File: src/rtl/ring_buffer_deque_macros.svh
// Assertion helpers for the deque; empty when NO_ASSERTIONS is set.
`ifndef RING_BUFFER_DEQUE_MACROS_SVH
`define RING_BUFFER_DEQUE_MACROS_SVH

`ifndef NO_ASSERTIONS
`define RBD_ASSERT_SAME(label, ante, cons) \
    label: assert property (@(posedge aclk) disable iff (!aresetn) (ante) |-> (cons)) \
        else $error("deque check failed");
`define RBD_ASSERT_NEXT(label, ante, cons) \
    label: assert property (@(posedge aclk) disable iff (!aresetn) (ante) |=> (cons)) \
        else $error("deque check failed");
`else
`define RBD_ASSERT_SAME(label, ante, cons)
`define RBD_ASSERT_NEXT(label, ante, cons)
`endif

`endif

File: src/rtl/rbd_pkg.sv
`default_nettype none
package rbd_pkg;

    localparam int DEFAULT_CAPACITY = 32;
    localparam int DATA_W           = 32;
    localparam int OFFSET_W         = 5;
    localparam int KIND_W           = 3;
    localparam int STATUS_W         = 2;
    localparam int IN_TDATA_W       = 40;   // value, offset, zero pad

    typedef enum logic [KIND_W-1:0] {
        KIND_PUSH_BACK  = 3'd0,
        KIND_PUSH_FRONT = 3'd1,
        KIND_POP_FRONT  = 3'd2,
        KIND_POP_BACK   = 3'd3,
        KIND_ROTATE     = 3'd4,
        KIND_ROTATE_REV = 3'd5,
        KIND_SWAP       = 3'd6,
        KIND_READ       = 3'd7
    } kind_t;

    typedef enum logic [STATUS_W-1:0] {
        ST_OK    = 2'd0,
        ST_FEW   = 2'd1,
        ST_FULL  = 2'd2,
        ST_RANGE = 2'd3
    } status_t;

    typedef enum logic [1:0] {
        S_IDLE,
        S_SWAP_B,
        S_FINISH,
        S_SWAP_W
    } state_t;

    typedef struct packed {
        logic wr_en;
        logic rd_en;
    } mem_ctl_t;

    typedef struct packed {
        logic signed [DATA_W-1:0] data;
        status_t                  status;
    } result_t;

endpackage
`default_nettype wire

File: src/rtl/rbd_mem.sv
`default_nettype none
// Simple dual-port store, one write and one registered read per cycle.
module rbd_mem #(
    parameter int DEPTH  = rbd_pkg::DEFAULT_CAPACITY,
    parameter int ADDR_W = $clog2(DEPTH)
) (
    input  wire logic                          aclk,
    input  wire rbd_pkg::mem_ctl_t             ctl,
    input  wire logic [ADDR_W-1:0]             wr_addr,
    input  wire logic [rbd_pkg::DATA_W-1:0]    wr_data,
    input  wire logic [ADDR_W-1:0]             rd_addr,
    output logic      [rbd_pkg::DATA_W-1:0]    rd_data_reg
);
    import rbd_pkg::*;

    logic [DATA_W-1:0] store [DEPTH];

    always_ff @(posedge aclk) begin
        if (ctl.wr_en) begin
            store[wr_addr] <= wr_data;
        end
    end

    always_ff @(posedge aclk) begin
        if (ctl.rd_en) begin
            rd_data_reg <= store[rd_addr];
        end
    end

endmodule
`default_nettype wire

File: src/rtl/rbd_ctrl.sv
`default_nettype none
// Request sequencer: pointers, fill count and store access ordering.
module rbd_ctrl #(
    parameter int CAPACITY = rbd_pkg::DEFAULT_CAPACITY,
    parameter int PTR_W    = $clog2(CAPACITY),
    parameter int CNT_W    = $clog2(CAPACITY + 1)
) (
    input  wire logic                          aclk,
    input  wire logic                          aresetn,
    input  wire logic                          in_valid,
    output logic                               in_ready,
    input  wire rbd_pkg::kind_t                in_kind,
    input  wire logic [rbd_pkg::DATA_W-1:0]    in_value,
    input  wire logic [rbd_pkg::OFFSET_W-1:0]  in_offset,
    input  wire logic                          out_free,
    output logic                               res_valid,
    output rbd_pkg::result_t                   res,
    output logic [CNT_W-1:0]                   res_count,
    output rbd_pkg::mem_ctl_t                  mem_ctl,
    output logic [PTR_W-1:0]                   mem_wr_addr,
    output logic [rbd_pkg::DATA_W-1:0]         mem_wr_data,
    output logic [PTR_W-1:0]                   mem_rd_addr,
    input  wire logic [rbd_pkg::DATA_W-1:0]    mem_rd_data
);
    import rbd_pkg::*;

    localparam int SUM_W = ((PTR_W > OFFSET_W) ? PTR_W : OFFSET_W) + 1;
    localparam int CMP_W = (CNT_W > OFFSET_W) ? CNT_W : OFFSET_W;
    localparam logic [PTR_W-1:0] LAST_PTR = PTR_W'(CAPACITY - 1);

    state_t            state_reg, state_next;
    logic [PTR_W-1:0]  head_reg, head_next;
    logic [PTR_W-1:0]  tail_reg, tail_next;
    logic [CNT_W-1:0]  count_reg, count_next;
    kind_t             kind_reg, kind_next;
    logic [DATA_W-1:0] value_reg, value_next;
    status_t           status_reg, status_next;
    logic [DATA_W-1:0] hold_reg, hold_next;

    logic [PTR_W-1:0]  head_inc, head_dec, tail_inc, tail_dec, offset_addr;
    logic [SUM_W-1:0]  offset_sum;
    status_t           in_status;
    logic              is_full, is_empty;

    assign head_inc = (head_reg == LAST_PTR) ? '0 : head_reg + 1'b1;
    assign head_dec = (head_reg == '0) ? LAST_PTR : head_reg - 1'b1;
    assign tail_inc = (tail_reg == LAST_PTR) ? '0 : tail_reg + 1'b1;
    assign tail_dec = (tail_reg == '0) ? LAST_PTR : tail_reg - 1'b1;

    // head + offset stays below twice the capacity whenever the read is allowed
    assign offset_sum  = SUM_W'(head_reg) + SUM_W'(in_offset);
    assign offset_addr = (offset_sum >= SUM_W'(CAPACITY))
                       ? PTR_W'(offset_sum - SUM_W'(CAPACITY))
                       : PTR_W'(offset_sum);

    assign is_full  = (count_reg == CNT_W'(CAPACITY));
    assign is_empty = (count_reg == '0);

    always_comb begin
        in_status = ST_OK;
        case (in_kind)
            KIND_PUSH_BACK, KIND_PUSH_FRONT: begin
                if (is_full) in_status = ST_FULL;
            end
            KIND_POP_FRONT, KIND_POP_BACK, KIND_ROTATE, KIND_ROTATE_REV: begin
                if (is_empty) in_status = ST_FEW;
            end
            KIND_SWAP: begin
                if (count_reg < CNT_W'(2)) in_status = ST_FEW;
            end
            default: begin
                if (CMP_W'(in_offset) >= CMP_W'(count_reg)) in_status = ST_RANGE;
            end
        endcase
    end

    always_ff @(posedge aclk) begin
        if (!aresetn) begin
            state_reg <= S_IDLE;
            head_reg  <= '0;
            tail_reg  <= '0;
            count_reg <= '0;
        end else begin
            state_reg <= state_next;
            head_reg  <= head_next;
            tail_reg  <= tail_next;
            count_reg <= count_next;
        end
    end

    always_ff @(posedge aclk) begin
        kind_reg   <= kind_next;
        value_reg  <= value_next;
        status_reg <= status_next;
        hold_reg   <= hold_next;
    end

    // next state
    always_comb begin
        state_next = state_reg;
        case (state_reg)
            S_IDLE: begin
                if (in_valid) begin
                    state_next = (in_kind == KIND_SWAP && in_status == ST_OK)
                               ? S_SWAP_B : S_FINISH;
                end
            end
            S_SWAP_B: state_next = S_FINISH;
            S_FINISH: begin
                if (out_free) begin
                    state_next = (kind_reg == KIND_SWAP && status_reg == ST_OK)
                               ? S_SWAP_W : S_IDLE;
                end
            end
            S_SWAP_W: state_next = S_IDLE;
            default:  state_next = S_IDLE;
        endcase
    end

    // datapath and store control
    always_comb begin
        in_ready      = (state_reg == S_IDLE);
        mem_ctl       = '0;
        mem_rd_addr   = head_reg;
        mem_wr_addr   = tail_reg;
        mem_wr_data   = value_reg;
        head_next     = head_reg;
        tail_next     = tail_reg;
        count_next    = count_reg;
        kind_next     = kind_reg;
        value_next    = value_reg;
        status_next   = status_reg;
        hold_next     = hold_reg;
        res_valid     = 1'b0;
        res.data      = '0;
        res.status    = status_reg;
        res_count     = count_reg;

        case (state_reg)
            S_IDLE: begin
                if (in_valid) begin
                    kind_next   = in_kind;
                    value_next  = in_value;
                    status_next = in_status;
                    mem_ctl.rd_en = 1'b1;
                    case (in_kind)
                        KIND_POP_BACK, KIND_ROTATE_REV: mem_rd_addr = tail_dec;
                        KIND_READ:                      mem_rd_addr = offset_addr;
                        default:                        mem_rd_addr = head_reg;
                    endcase
                end
            end
            S_SWAP_B: begin
                // front word arrives, fetch the second one
                hold_next     = mem_rd_data;
                mem_ctl.rd_en = 1'b1;
                mem_rd_addr   = head_inc;
            end
            S_FINISH: begin
                if (out_free) begin
                    res_valid = 1'b1;
                    if (status_reg == ST_OK) begin
                        case (kind_reg)
                            KIND_PUSH_BACK: begin
                                mem_ctl.wr_en = 1'b1;
                                mem_wr_addr   = tail_reg;
                                tail_next     = tail_inc;
                                count_next    = count_reg + 1'b1;
                            end
                            KIND_PUSH_FRONT: begin
                                mem_ctl.wr_en = 1'b1;
                                mem_wr_addr   = head_dec;
                                head_next     = head_dec;
                                count_next    = count_reg + 1'b1;
                            end
                            KIND_POP_FRONT: begin
                                res.data   = mem_rd_data;
                                head_next  = head_inc;
                                count_next = count_reg - 1'b1;
                            end
                            KIND_POP_BACK: begin
                                res.data   = mem_rd_data;
                                tail_next  = tail_dec;
                                count_next = count_reg - 1'b1;
                            end
                            KIND_ROTATE: begin
                                res.data      = mem_rd_data;
                                mem_ctl.wr_en = 1'b1;
                                mem_wr_addr   = tail_reg;
                                mem_wr_data   = mem_rd_data;
                                head_next     = head_inc;
                                tail_next     = tail_inc;
                            end
                            KIND_ROTATE_REV: begin
                                res.data      = mem_rd_data;
                                mem_ctl.wr_en = 1'b1;
                                mem_wr_addr   = head_dec;
                                mem_wr_data   = mem_rd_data;
                                head_next     = head_dec;
                                tail_next     = tail_dec;
                            end
                            KIND_SWAP: begin
                                // second word into the front slot
                                mem_ctl.wr_en = 1'b1;
                                mem_wr_addr   = head_reg;
                                mem_wr_data   = mem_rd_data;
                            end
                            default: begin
                                res.data = mem_rd_data;
                            end
                        endcase
                    end
                    res_count = count_next;
                end
            end
            S_SWAP_W: begin
                mem_ctl.wr_en = 1'b1;
                mem_wr_addr   = head_inc;
                mem_wr_data   = hold_reg;
            end
            default: ;
        endcase
    end

endmodule
`default_nettype wire

File: src/rtl/ring_buffer_deque.sv
// Order: an accepted item is read from the store in idle, and its result is
//   registered from the finish step; a swap reads its second word in between.
// Flow: items are taken one at a time, a swap adding a second read and a
//   second write; a result left waiting in the output register holds the
//   sequencer in its finish step until the sink takes it.
// Reset (aresetn low, synchronous): pointers, fill count, sequencer and the
//   output valid flag clear; the store itself is not cleared.
`default_nettype none
`include "ring_buffer_deque_macros.svh"
module ring_buffer_deque #(
    parameter int CAPACITY = rbd_pkg::DEFAULT_CAPACITY,
    parameter int PTR_W    = $clog2(CAPACITY),
    parameter int CNT_W    = $clog2(CAPACITY + 1),
    parameter int OUT_W    = ((rbd_pkg::DATA_W + CNT_W + 7) / 8) * 8
) (
    input  wire logic                            aclk,
    input  wire logic                            aresetn,
    // input item
    input  wire logic                            s_tvalid,
    output logic                                 s_tready,
    input  wire logic [rbd_pkg::IN_TDATA_W-1:0]  s_tdata,   // value[31:0], offset[36:32]
    input  wire logic [rbd_pkg::KIND_W-1:0]      s_tuser,   // kind[2:0]
    // result item
    output logic                                 m_tvalid,
    input  wire logic                            m_tready,
    output logic [OUT_W-1:0]                     m_tdata,   // data[31:0], count above it
    output logic [rbd_pkg::STATUS_W-1:0]         m_tuser    // status[1:0]
);
    import rbd_pkg::*;

    logic              in_ready;
    logic              res_valid;
    result_t           res;
    logic [CNT_W-1:0]  res_count;
    mem_ctl_t          mem_ctl;
    logic [PTR_W-1:0]  mem_wr_addr, mem_rd_addr;
    logic [DATA_W-1:0] mem_wr_data, mem_rd_data;

    // output register: holds one finished item until the sink takes it
    logic              m_valid_reg;
    logic [DATA_W-1:0] m_data_reg;
    logic [CNT_W-1:0]  m_count_reg;
    status_t           m_status_reg;
    logic              out_free;

    assign out_free = !m_valid_reg || m_tready;
    assign s_tready = in_ready;

    rbd_ctrl #(
        .CAPACITY (CAPACITY),
        .PTR_W    (PTR_W),
        .CNT_W    (CNT_W)
    ) u_ctrl (
        .aclk        (aclk),
        .aresetn     (aresetn),
        .in_valid    (s_tvalid),
        .in_ready    (in_ready),
        .in_kind     (kind_t'(s_tuser)),
        .in_value    (s_tdata[DATA_W-1:0]),
        .in_offset   (s_tdata[DATA_W+OFFSET_W-1:DATA_W]),
        .out_free    (out_free),
        .res_valid   (res_valid),
        .res         (res),
        .res_count   (res_count),
        .mem_ctl     (mem_ctl),
        .mem_wr_addr (mem_wr_addr),
        .mem_wr_data (mem_wr_data),
        .mem_rd_addr (mem_rd_addr),
        .mem_rd_data (mem_rd_data)
    );

    rbd_mem #(
        .DEPTH  (CAPACITY),
        .ADDR_W (PTR_W)
    ) u_mem (
        .aclk        (aclk),
        .ctl         (mem_ctl),
        .wr_addr     (mem_wr_addr),
        .wr_data     (mem_wr_data),
        .rd_addr     (mem_rd_addr),
        .rd_data_reg (mem_rd_data)
    );

    always_ff @(posedge aclk) begin
        if (!aresetn) begin
            m_valid_reg <= 1'b0;
        end else if (res_valid) begin
            m_valid_reg <= 1'b1;
        end else if (m_tready) begin
            m_valid_reg <= 1'b0;
        end
    end

    // payload loads only when the sequencer hands over a finished item
    always_ff @(posedge aclk) begin
        if (res_valid) begin
            m_data_reg   <= res.data;
            m_count_reg  <= res_count;
            m_status_reg <= res.status;
        end
    end

    assign m_tvalid = m_valid_reg;
    assign m_tdata  = OUT_W'({m_count_reg, m_data_reg});
    assign m_tuser  = m_status_reg;

    // checks
    `RBD_ASSERT_NEXT(a_one_at_a_time, s_tvalid && s_tready, !s_tready)
    `RBD_ASSERT_SAME(a_count_bound, m_tvalid, m_count_reg <= CNT_W'(CAPACITY))
    `RBD_ASSERT_SAME(a_refused_zero, m_tvalid && (m_status_reg != ST_OK), m_data_reg == '0)
    `RBD_ASSERT_SAME(a_full_count, m_tvalid && (m_status_reg == ST_FULL),
                     m_count_reg == CNT_W'(CAPACITY))

endmodule
`default_nettype wire
File: config.mk
export PLATFORM = sky130hd
export DESIGN_NAME = ring_buffer_deque
export DESIGN_NICKNAME = d
export VERILOG_FILES = /design/src/rtl/rbd_pkg.sv /design/src/rtl/rbd_mem.sv /design/src/rtl/rbd_ctrl.sv /design/src/rtl/ring_buffer_deque.sv
export VERILOG_INCLUDE_DIRS = /design/src /design/src/rtl
export SDC_FILE = /design/constraint.sdc
export NUM_CORES = 1
export LEC_CHECK = 0
export ABC_AREA = 1
export BUFFER_PORTS_ARGS = -buffer_cell sky130_fd_sc_hd__buf_4
export CORE_AREA = 2 2 408 410
export DETAILED_ROUTE_END_ITERATION = 10
export DIE_AREA = 0 0 410 412
export PLACE_DENSITY = 0.51
export SLEW_MARGIN = 20
export SYNTH_ARGS = -nofsm -noshare
export SYNTH_HDL_FRONTEND = slang
export SYNTH_SLANG_ARGS = --single-unit
export TNS_END_PERCENT = 10
File: constraint.sdc
create_clock -name aclk -period 7.1 [get_ports aclk]
set_input_delay 0.355 -clock aclk [delete_from_list [all_inputs] [get_ports aclk]]
set_output_delay 0.355 -clock aclk [all_outputs]
set_load 0.03 [all_outputs]
==> results.json <==
{
  "worst_slew_pin_slew_ns": 1.37,
  "grt_overflow": 0,
  "fin_ws_ns": 1.85,
  "track_usage": 0.181,
  "period_minus_slack_ns": 5.25,
  "avgSynthCellArea_um2": 10.7,
  "critPathKind": "flop to flop",
  "die_w_um": 410,
  "tns_ns": 0,
  "finalNetCount": 4995,
  "cts_resized": 0,
  "stdcell_count": 7216,
  "cp-start-kind": "flop",
  "clock_sinks": 1184,
  "ir_drop_mv": 0.203,
  "globalplace.congestion": 0.800,
  "yosysSeqAreaShare": 0.676,
  "place_ws_ns": 1.82,
  "core_mm2": 0.164,
  "critPathArrivalTime_ns": 5.68,
  "first_global_vias": 33804,
  "placedCellCount": 6942,
  "h-tree-depth": 4,
  "slowest_delay_ns": 0.96,
  "dominantRegCellSynth": "edfxtp_1",
  "drive_gt1_frac": 0.0844,
  "hp-class": "input pin to flop",
  "placed_area_mm2": 0.0556,
  "pwr_density_cell_mw_per_mm2": 285,
  "ys_top_cells_by_area": "edfxtp_1 67%, nand3_1 11%, nand2_1 7.2%",
  "finish.utilization": 0.365,
  "synth_warnings": 0,
  "largest_register_ffs": 1024,
  "portBuffers": 85,
  "route.antenna.remaining_nets": 0,
  "max-clock-path-buffers": 3,
  "syn_inst": 4874,
  "ios": 91,
  "maxSlewViolCount": 0,
  "finalWirelength_um": 154000,
  "fmax_ghz": 0.190,
  "power_leakage_nw": 23.6,
  "via_per_inst": 4.93,
  "area_delta_synth_final_pct": 14.7,
  "total_power_mw": 17.1,
  "grt_first_pass_wirelength_um": 228000,
  "antenna_found_initial": 2,
  "die_h_um": 412,
  "status": "finished, final reports clean",
  "clk_latency_ns": 0.77,
  "synthDistinctLibCells": 44,
  "synth_area_leader_cell": "edfxtp_1",
  "synth_edf_count": 1165,
  "hpwl_um": 83800,
  "path_clk_slew_ns": 0.06,
  "num_rows": 149,
  "cts_hold_buf": 38,
  "yosysTopAreaCellShare": 0.669,
  "initial_core_util": 0.318,
  "cap_violations": 0,
  "synth_area_mm2": 0.0523,
  "n_fill_cell": 16067,
  "fin_area_mm2": 0.0600,
  "cts_setup_buffers": 0,
  "ys_ff_latch": 1184,
  "regMostFlops": "u_mem.store",
  "drtIter0Drc": 3690,
  "setup_viol": 0,
  "holdWs_ns": 0.202,
  "grt_max_degree": 196,
  "cts_tree": "built",
  "cp_slowest_cell": "nor2_4",
  "rsz0062_at_grt": "no",
  "ys_async_sr_fraction": 0,
  "cp-end-kind": "flop",
  "path_cells": "inv_2 > nor2_2 > inv_2 > nor2_4 > nand2_1 > inv_1 > a21oi_1 > nor2_1 > nand2_1 > nor2_4 > buf_4",
  "path_max_fanout": 38,
  "die_area_mm2": 0.169,
  "finClkSkew_ns": 0.0226,
  "drt_first_pass_iters": 6,
  "finalCritPeriodShare": 0.740,
  "max-slew-margin-rel": 0.0836,
  "wire_per_inst_um": 21.4,
  "required_ns": 7.53,
  "via_count": 35583,
  "cts_root_buffer": "clkbuf_16",
  "drcViolationCount": 0,
  "cts_inserted_buffers": 131,
  "hold_viol_final": 0
}
## synthesized netlist by cell type (19+ instances only)
| master | count |
|---|---|
| a21oi_1 | 59 |
| buf_1 | 38 |
| buf_2 | 158 |
| clkbuf_1 | 97 |
| dfxtp_1 | 19 |
| edfxtp_1 | 1165 |
| ha_1 | 19 |
| inv_1 | 708 |
| nand2_1 | 1003 |
| nand3_1 | 1135 |
| nand3b_1 | 225 |
| nor2_1 | 101 |
| o21ai_0 | 65 |
## cell type report
class                           count  area, um^2  area share
Multi-Input combinational cell   2676       13300       0.222
Timing Repair Buffer              218        1930      0.0321
Clock buffer                      169        3530      0.0588
Antenna cell                        1        2.50   0.0000417
Clock inverter                     63         392     0.00653
Tap cell                         2189        2740      0.0457
Sequential cell                  1184       35400       0.589
Inverter                          716        2700      0.0450
## cell families after synthesis
group,after synthesis,synth area share
XOR/XNOR,9,0.00151
AND/OR/NAND/NOR,2483,0.223
buffers and inverters,1015,0.0770
other,1,0.0000717
AO/OA/AOI/OAI,161,0.0172
flip-flops,1184,0.676
adder cells (fa/ha/maj),21,0.00531
## path summary, 6_finish.rpt
check                             from              endpoint  slack (ns)  cells after the start
setup reg to reg   u_ctrl.state_reg[1]   u_mem.store[13][11]        1.85                     11
hold reg to reg   u_mem.rd_data_reg[6]    u_ctrl.hold_reg[6]        0.45                      0
setup / recovery   u_ctrl.state_reg[1]   u_mem.store[13][11]        1.85                     11
hold / removal             s_tdata[36]  u_ctrl.status_reg[0]        0.20                      4
## per-layer routing
| layer | vias up | part of all wire | global-route usage |
|---|---|---|---|
| met2 | 1131 | 0.45 | 0.281 |
| met4 | 0 | 0.019 | 0.0450 |
| li1 | 16648 | - | - |
| met1 | 17600 | 0.47 | 0.262 |
| met3 | 204 | 0.066 | 0.0288 |
| met5 | - | 0 | 0 |
## cell usage in the layout (no fill, tap or decap), drive strengths merged, types with 38 or more instances in the layout
cell type	Yosys	layout
edfxtp	1165	1165
nand3	1135	1135
nand2	1006	1006
inv	715	723
nand3b	225	225
buf	202	180
clkbuf	97	169
nor2	105	105
o21ai	69	69
a21oi	63	63
clkinv	1	54
dlygate4sd3	0	38
## worst max-delay path, delay by kind of cell (launching register included)
kind / cells / cell delay, ns
AND/OR/NAND/NOR: 6 / 2.50
buffers and inverters: 4 / 1.53
flip-flops: 1 / 0.69
AO/OA/AOI/OAI: 1 / 0.14
## power by group
| part | switching [mW] | leakage, nW | internal, mW | total (mW) |
|---|---|---|---|---|
| Sequential | 0.0564 | 10.7 | 7.99 | 8.05 |
| Clock | 2.81 | 1.92 | 3.58 | 6.39 |
| Combinational | 2.04 | 11.0 | 0.614 | 2.66 |
| Total | 4.91 | 23.6 | 12.2 | 17.1 |
Power figures use the tool's default switching activity.
